<file path="src/hdl/vfpid_pkg.sv">
// Shared constants and helpers for the velocity-form PID core.
package vfpid_pkg;

   // Register indexes on the configuration port.
   localparam logic [1:0] REG_GAIN_P = 2'd0;
   localparam logic [1:0] REG_GAIN_I = 2'd1;
   localparam logic [1:0] REG_GAIN_D = 2'd2;

   // Widths of the serial datapath.
   localparam int MAG_W = 52;            // widest term magnitude
   localparam int PROD_W = 2 * MAG_W;    // full product of two magnitudes
   localparam int ACC_W = 72;            // exact sum of all terms
   localparam int DIVD_W = 51;           // |numerator| * 2^16
   localparam int DIVS_W = 33;           // |T0|

   // Iteration counts of the shift-add multiplier and the restoring divider.
   localparam int MUL_STEPS = MAG_W;
   localparam int DIV_STEPS = DIVD_W;
   localparam int CNT_W = 6;

   typedef logic [CNT_W-1:0] count_type;

   // Magnitude of a 35-bit two's complement value, as an unsigned pattern.
   function automatic logic [34:0] mag35(input logic [34:0] x);
      logic [34:0] r;
      r = x[34] ? (35'd0 - x) : x;
      return r;
   endfunction

endpackage

</file>
<file path="src/hdl/velocity_form_pid_core.sv">
// Top level of the velocity-form PID core with its serial multiplier and divider.
//
// One sample runs from acceptance to a valid result through PREP, IMUL, DPREP,
// DIV (when the derivative needs a division), GPREP/GMUL per gain and DONE. A
// single shift-add multiplier retiring one multiplier bit per cycle forms the
// integral product and then each of the three gain products (a load step, the
// shift steps and an accumulate step). A restoring divider producing one
// quotient bit per cycle forms the derivative, skipped when no division is
// needed. The PREP and DPREP states prepare operands and DONE saturates the sum.
// The core takes one sample at a time: req_stall drops in the same cycle that
// the result register is loaded, and a new sample is taken even while the
// previous result still waits on a stall.
module velocity_form_pid_core (
   input  logic                clock,
   input  logic                reset,
   input  logic                req_valid,
   output logic                req_stall,
   input  logic [31:0]         req_sample_time,
   input  logic signed [31:0]  req_setpoint,
   input  logic signed [31:0]  req_measurement,
   output logic                rsp_valid,
   input  logic                rsp_stall,
   output logic signed [31:0]  rsp_control_value,
   output logic                rsp_zero_interval,
   output logic                rsp_saturated,
   input  logic                csr_psel,
   input  logic                csr_penable,
   input  logic                csr_pwrite,
   input  logic [3:0]          csr_paddr,
   input  logic [31:0]         csr_pwdata,
   output logic [31:0]         csr_prdata,
   output logic                csr_pready
);
   import vfpid_pkg::*;

   localparam logic [2:0] ST_IDLE  = 3'd0;
   localparam logic [2:0] ST_PREP  = 3'd1;
   localparam logic [2:0] ST_IMUL  = 3'd2;
   localparam logic [2:0] ST_DPREP = 3'd3;
   localparam logic [2:0] ST_DIV   = 3'd4;
   localparam logic [2:0] ST_GPREP = 3'd5;
   localparam logic [2:0] ST_GMUL  = 3'd6;
   localparam logic [2:0] ST_DONE  = 3'd7;

   logic [2:0] state_ff, state_in;
   count_type cnt_ff, cnt_in;
   logic [1:0] k_ff, k_in;

   logic [31:0] gain_p_ff, gain_i_ff, gain_d_ff;
   logic [31:0] last_time_ff;
   logic [32:0] last_error_ff, older_error_ff;
   logic [31:0] last_control_ff, last_control_in;

   // Working copies of one sample.
   logic [32:0] t0_ff, e1_ff;
   logic [33:0] p_ff;
   logic [34:0] num_ff;
   logic lt_pos_ff, z_ff, z_in;

   logic [MAG_W-1:0] tmag_ff [3];
   logic [MAG_W-1:0] tmag_in [3];
   logic [2:0] tsign_ff, tsign_in;

   logic [MAG_W-1:0] mcand_ff, mcand_in;
   logic [PROD_W-1:0] prod_ff, prod_in;
   logic tsel_sign_ff, tsel_sign_in;
   logic [DIVD_W-1:0] divd_ff, divd_in;
   logic [DIVS_W-1:0] divs_ff, divs_in;
   logic [DIVS_W-1:0] rem_ff, rem_in;
   logic [ACC_W-1:0] acc_ff, acc_in;

   logic rsp_valid_ff, rsp_valid_in;
   logic [31:0] ctl_ff, ctl_in;
   logic zo_ff, zo_in, sat_ff, sat_in;

   logic req_take;
   logic [32:0] e_now, t0_now;
   logic [33:0] p_now;
   logic [34:0] num_now;
   logic [MAG_W:0] mul_sum;
   logic [DIVS_W:0] rem_shift;
   logic rem_ge;
   logic [34:0] t0_mag, gain_mag, x_mag;
   logic [31:0] gain_sel;
   logic [ACC_W-1:0] term;
   logic in_range;
   logic cfg_write;

   // Configuration port.
   assign csr_pready = 1'b1;
   assign cfg_write = csr_psel && csr_penable && csr_pwrite;

   always_comb begin
      unique case (csr_paddr[3:2])
         REG_GAIN_P: csr_prdata = gain_p_ff;
         REG_GAIN_I: csr_prdata = gain_i_ff;
         REG_GAIN_D: csr_prdata = gain_d_ff;
         default:    csr_prdata = 32'd0;
      endcase
   end

   always_ff @(posedge clock) begin
      if (reset) begin
         gain_p_ff <= 32'd0;
         gain_i_ff <= 32'd0;
         gain_d_ff <= 32'd0;
      end else if (cfg_write) begin
         unique case (csr_paddr[3:2])
            REG_GAIN_P: gain_p_ff <= csr_pwdata;
            REG_GAIN_I: gain_i_ff <= csr_pwdata;
            REG_GAIN_D: gain_d_ff <= csr_pwdata;
            default: ;
         endcase
      end
   end

   // Input beat and the sample's error terms.
   assign req_stall = (state_ff != ST_IDLE);
   assign req_take = req_valid && !req_stall;
   assign e_now = {req_setpoint[31], req_setpoint} - {req_measurement[31], req_measurement};
   assign t0_now = {1'b0, req_sample_time} - {1'b0, last_time_ff};
   assign p_now = {e_now[32], e_now} - {last_error_ff[32], last_error_ff};
   assign num_now = {{2{e_now[32]}}, e_now}
                  - {last_error_ff[32], last_error_ff, 1'b0}
                  + {{2{older_error_ff[32]}}, older_error_ff};

   // Shared datapath pieces.
   assign mul_sum = {1'b0, prod_ff[PROD_W-1:MAG_W]}
                  + (prod_ff[0] ? {1'b0, mcand_ff} : '0);
   assign rem_shift = {rem_ff, divd_ff[DIVD_W-1]};
   assign rem_ge = (rem_shift >= {1'b0, divs_ff});
   assign t0_mag = mag35({{2{t0_ff[32]}}, t0_ff});
   assign term = prod_ff[ACC_W+15:16];
   assign in_range = (acc_ff[ACC_W-1:31] == '0) || (acc_ff[ACC_W-1:31] == '1);

   always_comb begin
      case (k_ff)
         2'd0:    gain_sel = gain_p_ff;
         2'd1:    gain_sel = gain_i_ff;
         default: gain_sel = gain_d_ff;
      endcase
   end
   assign gain_mag = mag35({{3{gain_sel[31]}}, gain_sel});
   assign x_mag = lt_pos_ff ? mag35(num_ff) : mag35({p_ff[33], p_ff});

   // Sequencer.
   always_comb begin
      state_in = state_ff;
      cnt_in = cnt_ff;
      k_in = k_ff;
      z_in = z_ff;
      tmag_in = tmag_ff;
      tsign_in = tsign_ff;
      mcand_in = mcand_ff;
      prod_in = prod_ff;
      tsel_sign_in = tsel_sign_ff;
      divd_in = divd_ff;
      divs_in = divs_ff;
      rem_in = rem_ff;
      acc_in = acc_ff;
      last_control_in = last_control_ff;
      rsp_valid_in = rsp_valid_ff && rsp_stall;
      ctl_in = ctl_ff;
      zo_in = zo_ff;
      sat_in = sat_ff;
      unique case (state_ff)
         ST_IDLE: begin
            if (req_take) begin
               state_in = ST_PREP;
               z_in = 1'b0;
            end
         end
         ST_PREP: begin
            // Integral product |e1| * |T0| and the proportional term.
            mcand_in = {{(MAG_W-35){1'b0}}, mag35({{2{e1_ff[32]}}, e1_ff})};
            prod_in = {{MAG_W{1'b0}}, {(MAG_W-35){1'b0}}, t0_mag};
            tsign_in[1] = e1_ff[32] ^ t0_ff[32];
            tmag_in[0] = {{(MAG_W-35){1'b0}}, mag35({p_ff[33], p_ff})};
            tsign_in[0] = p_ff[33];
            acc_in = {{(ACC_W-32){last_control_ff[31]}}, last_control_ff};
            cnt_in = '0;
            state_in = ST_IMUL;
         end
         ST_IMUL: begin
            prod_in = {mul_sum, prod_ff[MAG_W-1:1]};
            cnt_in = cnt_ff + 1'b1;
            if (cnt_ff == CNT_W'(MUL_STEPS - 1)) begin
               state_in = ST_DPREP;
            end
         end
         ST_DPREP: begin
            // Pick the derivative form and load the divider.
            tmag_in[1] = prod_ff[MAG_W+15:16];
            tmag_in[2] = '0;
            tsign_in[2] = 1'b0;
            divd_in = {x_mag, 16'd0};
            divs_in = t0_mag[DIVS_W-1:0];
            rem_in = '0;
            cnt_in = '0;
            k_in = 2'd0;
            state_in = ST_GPREP;
            if (lt_pos_ff) begin
               if (t0_ff != '0) begin
                  tsign_in[2] = num_ff[34] ^ t0_ff[32];
                  state_in = ST_DIV;
               end else begin
                  z_in = 1'b1;
               end
            end else if (!t0_ff[32] && (t0_ff != '0)) begin
               tsign_in[2] = p_ff[33];
               state_in = ST_DIV;
            end
         end
         ST_DIV: begin
            if (rem_ge) begin
               rem_in = DIVS_W'(rem_shift - {1'b0, divs_ff});
            end else begin
               rem_in = rem_shift[DIVS_W-1:0];
            end
            divd_in = {divd_ff[DIVD_W-2:0], rem_ge};
            cnt_in = cnt_ff + 1'b1;
            if (cnt_ff == CNT_W'(DIV_STEPS - 1)) begin
               state_in = ST_GPREP;
               k_in = 2'd0;
            end
         end
         ST_GPREP: begin
            // Keep the quotient when arriving from the divider, then load the next product.
            if (cnt_ff == CNT_W'(DIV_STEPS)) begin
               tmag_in[2] = {1'b0, divd_ff};
            end
            mcand_in = {{(MAG_W-35){1'b0}}, gain_mag};
            prod_in = {{MAG_W{1'b0}}, tmag_ff[k_ff]};
            tsel_sign_in = gain_sel[31] ^ tsign_ff[k_ff];
            cnt_in = '0;
            state_in = ST_GMUL;
         end
         ST_GMUL: begin
            prod_in = {mul_sum, prod_ff[MAG_W-1:1]};
            cnt_in = cnt_ff + 1'b1;
            if (cnt_ff == CNT_W'(MUL_STEPS)) begin
               // Product complete: accumulate it with its sign.
               prod_in = prod_ff;
               acc_in = tsel_sign_ff ? (acc_ff - term) : (acc_ff + term);
               cnt_in = '0;
               if (k_ff == 2'd2) begin
                  state_in = ST_DONE;
               end else begin
                  k_in = k_ff + 1'b1;
                  state_in = ST_GPREP;
               end
            end
         end
         ST_DONE: begin
            // Saturate and hand the result to the output register.
            if (!rsp_valid_ff || !rsp_stall) begin
               rsp_valid_in = 1'b1;
               zo_in = z_ff;
               sat_in = !in_range;
               if (in_range) begin
                  ctl_in = acc_ff[31:0];
               end else begin
                  ctl_in = acc_ff[ACC_W-1] ? 32'h8000_0000 : 32'h7FFF_FFFF;
               end
               last_control_in = ctl_in;
               state_in = ST_IDLE;
            end
         end
         default: state_in = ST_IDLE;
      endcase
   end

   // Control and sample history.
   always_ff @(posedge clock) begin
      if (reset) begin
         state_ff <= ST_IDLE;
         cnt_ff <= '0;
         k_ff <= 2'd0;
         rsp_valid_ff <= 1'b0;
         last_time_ff <= 32'd0;
         last_error_ff <= 33'd0;
         older_error_ff <= 33'd0;
         last_control_ff <= 32'd0;
      end else begin
         state_ff <= state_in;
         cnt_ff <= cnt_in;
         k_ff <= k_in;
         rsp_valid_ff <= rsp_valid_in;
         last_control_ff <= last_control_in;
         if (req_take) begin
            last_time_ff <= req_sample_time;
            older_error_ff <= last_error_ff;
            last_error_ff <= e_now;
         end
      end
   end

   // Datapath registers.
   always_ff @(posedge clock) begin
      if (req_take) begin
         t0_ff <= t0_now;
         e1_ff <= last_error_ff;
         p_ff <= p_now;
         num_ff <= num_now;
         lt_pos_ff <= (last_time_ff != 32'd0);
      end
      z_ff <= z_in;
      tmag_ff <= tmag_in;
      tsign_ff <= tsign_in;
      mcand_ff <= mcand_in;
      prod_ff <= prod_in;
      tsel_sign_ff <= tsel_sign_in;
      divd_ff <= divd_in;
      divs_ff <= divs_in;
      rem_ff <= rem_in;
      acc_ff <= acc_in;
      ctl_ff <= ctl_in;
      zo_ff <= zo_in;
      sat_ff <= sat_in;
   end

   assign rsp_valid = rsp_valid_ff;
   assign rsp_control_value = ctl_ff;
   assign rsp_zero_interval = zo_ff;
   assign rsp_saturated = sat_ff;

   // Checks.
   a_take_leaves_idle: assert property (@(posedge clock) disable iff (reset)
      req_take |=> state_ff == ST_PREP)
      else $error("accepted sample did not start the sequence");

   a_sat_extreme: assert property (@(posedge clock) disable iff (reset)
      rsp_valid && rsp_saturated |->
         (rsp_control_value == 32'h7FFF_FFFF) || (rsp_control_value == 32'h8000_0000))
      else $error("saturated result is not at a range limit");

   a_cnt_bound: assert property (@(posedge clock) disable iff (reset)
      cnt_ff <= CNT_W'(MUL_STEPS))
      else $error("step counter overran");

   a_result_held: assert property (@(posedge clock) disable iff (reset)
      rsp_valid && rsp_stall |=> rsp_valid && $stable(rsp_control_value))
      else $error("stalled result changed");

endmodule
</file>
<file path="config.mk">
export PLATFORM = sky130hd
export DESIGN_NAME = velocity_form_pid_core
export DESIGN_NICKNAME = d
export VERILOG_FILES = /design/src/hdl/vfpid_pkg.sv /design/src/hdl/velocity_form_pid_core.sv
export SDC_FILE = /design/constraint.sdc
export NUM_CORES = 2
export LEC_CHECK = 0
export ABC_AREA = 1
export ABC_CLOCK_PERIOD_IN_PS = 19300
export BUFFER_PORTS_ARGS = -buffer_cell sky130_fd_sc_hd__buf_4
export CAP_MARGIN = 20
export CORE_MARGIN = 2
export CORE_UTILIZATION = 60
export CTS_CLUSTER_DIAMETER = 120
export CTS_CLUSTER_SIZE = 28
export DETAILED_ROUTE_END_ITERATION = 10
export HOLD_SLACK_MARGIN = 0.08
export PLACE_DENSITY_LB_ADDON = 0.2
export SYNTH_ARGS = -nofsm -noshare
export SYNTH_HDL_FRONTEND = slang
export SYNTH_SLANG_ARGS = --single-unit
</file>
<file path="constraint.sdc">
create_clock -name clock -period 19.3 [get_ports clock]
set_clock_uncertainty 0.05 [all_clocks]
set_input_delay 0.965 -clock clock [delete_from_list [all_inputs] [get_ports clock]]
set_output_delay 0.965 -clock clock [all_outputs]
set_load 0.01 [all_outputs]
</file>
==> summary.txt <==
Outcome
  • Outcome: finished clean

GRT
  • GR Overflow Total: 0
  • GR Util All Layers: 37.99%
  • First-pass GRT wire length: 313500 um
  • Initial antenna violation count: 0
  • Vias in the first global route: 54730
  • Largest net degree at the start of global routing: 133

Clock network
  • H-tree depth: 2
  • CTS tree: yes
  • Buffer count from post-CTS setup fixing: 0
  • PostCTS Resize Cnt: 0
  • Clk Latency, worst-skew pair: 0.68 ns
  • Total CTS buffers: 41
  • Worst-path clk slew: 0.11 ns
  • Clock root buffer: clkbuf_16
  • Clock Tree Buf Depth: 3
  • # clock sinks: 878
  • CTS hold repair buffers: 0

STA
  • Tightest Pin Transition: 1.045 ns
  • Fin crit share: 27.11%
  • Fin worst setup slack: 14.07 ns
  • Max Slew Vio Count: 0
  • Slew headroom: 30.30%
  • RSZ-0062 raised after global routing: no
  • Setup tns final: 0 ns
  • Final Setup Violations: 0
  • Min Hold Slack: 0.3923 ns
  • Min Tclk post-route: 5.233 ns
  • Final Hold Viols: 0
  • Fmax: 191.1 MHz

Min path
  • WHS Endpoint: e1_ff[3]$_DFFE_PP_
  • Worst Hold Class: flop to flop
  • Worst hold start: last_error_ff[3]$_SDFFE_PP0P_
  • Hold Path Depth: 0

Routing
  • DRT Pass-1 Iters: 8
  • Routed length per instance: 20.46 um
  • Starting DRC count in detailed routing: 6778
  • Drt total wl: 207100 um
  • Via density per instance: 5.838
  • Total number of vias: 59090
  • Routed Antenna Nets: 0
  • # DRC: 0

Layout
  • Layout area overhead: 6.588%
  • Share of layout cells above drive strength 1: 5.422%
  • Fin area: 66250 um^2
  • Nets: 9170
  • Most frequent cells in the layout: nand2_1, inv_1, nor2_1
  • Antenna diodes: 0
  • Commonest non-fill, non-tap cell in the layout: nand2_1
  • Filler cell count: 9391

Synthesis
  • Post-Syn Area per Cell: 7.192 um^2
  • Ys Warns: 0
  • Top cells by area, synth: edfxtp_1, nand2_1, inv_1
  • Number of synthesized register bits: 878
  • Top FF cell, synth: edfxtp_1
  • Area leader, netlist: edfxtp_1
  • Post-synth top area share: 30.92%
  • Post-Synthesis Cells: 8642
  • EDFF count, synth: 640
  • Post-synth ARST share: 0%
  • Synth unique cells: 71
  • Netlist Area Pre-Place: 62160 um^2
  • Post-synthesis sequential area ratio: 38.58%

Placement
  • Hpwl dp: 164400 um
  • IO buf count: 204
  • Dpl ws: 13.48 ns
  • GP Congestion: 1.063
  • Placed Instance Area: 64870 um^2

Critical path
  • WS Path Type: flop to flop
  • Crit-path max FO: 5
  • Crit path capture type: flop
  • Register-to-register path setup slack: 14.07 ns
  • R2R depth: 22
  • RR Startpoint: prod_ff[16]$_DFFE_PP_
  • Crit path launch type: flop
  • WP data required: 19.66 ns
  • Critical path arrival: 5.59 ns
  • Worst R2R End: acc_ff[69]$_DFFE_PP_

Floorplanning
  • Initial Util: 60.23%
  • Die area: 106200 um^2
  • Io pins: 208
  • Die H: 325.9 um
  • Chip width: 325.9 um
  • Core area: 103200 um^2
  • Num rows: 118

Power and ir drop
  • Pwr per Cell Area: 162.4 nW/um^2
  • Maximum vdd drop: 0.1438 mV
  • Leak pwr: 29.71 nW
  • Total power: 10.76 mW

Run
  • Max-cap violations: 0
==> how the worst max path moves through the flow <==
stage / end / startpoint / slack, ns / depth (start not counted)
floorplan: acc_ff[0]$_DFFE_PP_ / state_ff[0]$_SDFFE_PP0P_ / 11.98 / 5
global placement: num_ff[31]$_DFFE_PP_ / req_setpoint[0] / 13.52 / 21
detailed placement: num_ff[31]$_DFFE_PP_ / req_setpoint[0] / 13.48 / 21
CTS: num_ff[31]$_DFFE_PP_ / req_setpoint[0] / 14.19 / 21
global route: num_ff[31]$_DFFE_PP_ / req_setpoint[0] / 13.84 / 21
finish: acc_ff[69]$_DFFE_PP_ / prod_ff[16]$_DFFE_PP_ / 14.07 / 22
==> sequential cells by signal, indices dropped and copies added (netlist names), 2 cells and up <==
register,cells
gain_i_ff,32
mcand_ff,34
acc_ff,72
gain_p_ff,32
rsp_control_value,32
last_control_ff,32
last_time_ff,32
older_error_ff,33
cnt_ff,6
prod_ff,104
rem_ff,33
e1_ff,33
divs_ff,33
last_error_ff,33
tmag_ff,138
divd_ff,51
state_ff,3
k_ff,2
num_ff,35
gain_d_ff,32
t0_ff,33
tsign_ff,3
p_ff,34
==> where the power goes <==
group,switching (mW),internal (mW)
clock network,0.670,0.439
logic,4.40,1.85
registers,0.518,2.89
total,5.59,5.17
==> area by class of cell <==
class / count / area [um^2] / area share (%)
multi-input combinational: 6211 / 32280 / 48.72
sequential: 878 / 23980 / 36.20
inverter: 1328 / 5004 / 7.552
timing repair buffer: 250 / 1942 / 2.931
tap: 1380 / 1727 / 2.606
clock buffer: 63 / 1151 / 1.737
clock inverter: 12 / 163.9 / 0.2474
==> through the flow <==
stage	cells	utilization (%)
after floorplan	8643	-
after global placement	10040	62.83
after detailed placement	10040	62.86
after CTS	10120	64.13
after global routing	10120	64.20
final	10120	64.20
==> synth_stat cells, drive strengths merged, types with 119 or more instances <==
cell and count:
nand2 2071, inv 1324, nor2 1174, o21ai 687, edfxtp 640, a21oi 639, nand3 486, ha 282
dfxtp 238, xor2 216, clkbuf 166, nor3 119
==> cell families (layout without fill, tap and decap cells) <==
| kind of cell | count (synthesis) | after routing | share of synthesized area, % |
|---|---|---|---|
| compound gates | 1559 | 1559 | 13.60 |
| xor+xnor | 281 | 281 | 3.959 |
| fa+ha+maj | 321 | 321 | 6.933 |
| buf+inv | 1554 | 1653 | 9.632 |
| flops | 878 | 878 | 38.58 |
| other cells | 2 | 3 | 0.01208 |
| simple gates | 4047 | 4047 | 27.28 |
==> metal layers <==
layer / routed length [um] / vias up / part of all wire [%] / GRT usage [%]
met4: 12790 / 0 / 6.2 / 20.00
met1: 82900 / 27260 / 40 / 50.00
met2: 94300 / 2958 / 46 / 61.88
met5: 0 / - / 0 / 0
li1: - / 28370 / - / -
met3: 17100 / 505 / 8.3 / 4.287
==> worst max-delay path, stage by stage, from the launching register on <==
cell      delay, ns
edfxtp_1       0.54
inv_1          0.17
ha_1           0.38
nand3_1        0.27
inv_1          0.19
nand2_1        0.12
nor4_1         0.34
nand2_1        0.11
xor2_1         0.15
nand2_1        0.05
o21ai_0        0.29
ha_1           0.49
nand2_1        0.13
nor2_1         0.10
inv_1          0.11
nor3_1         0.53
nand2_1        0.23
nor3_1         0.20
nand2_1        0.21
nand2_1        0.11
nand2_1        0.05
nand3_1        0.07
nand2_1        0.06
No activity file was read; power rests on OpenSTA's default activity.
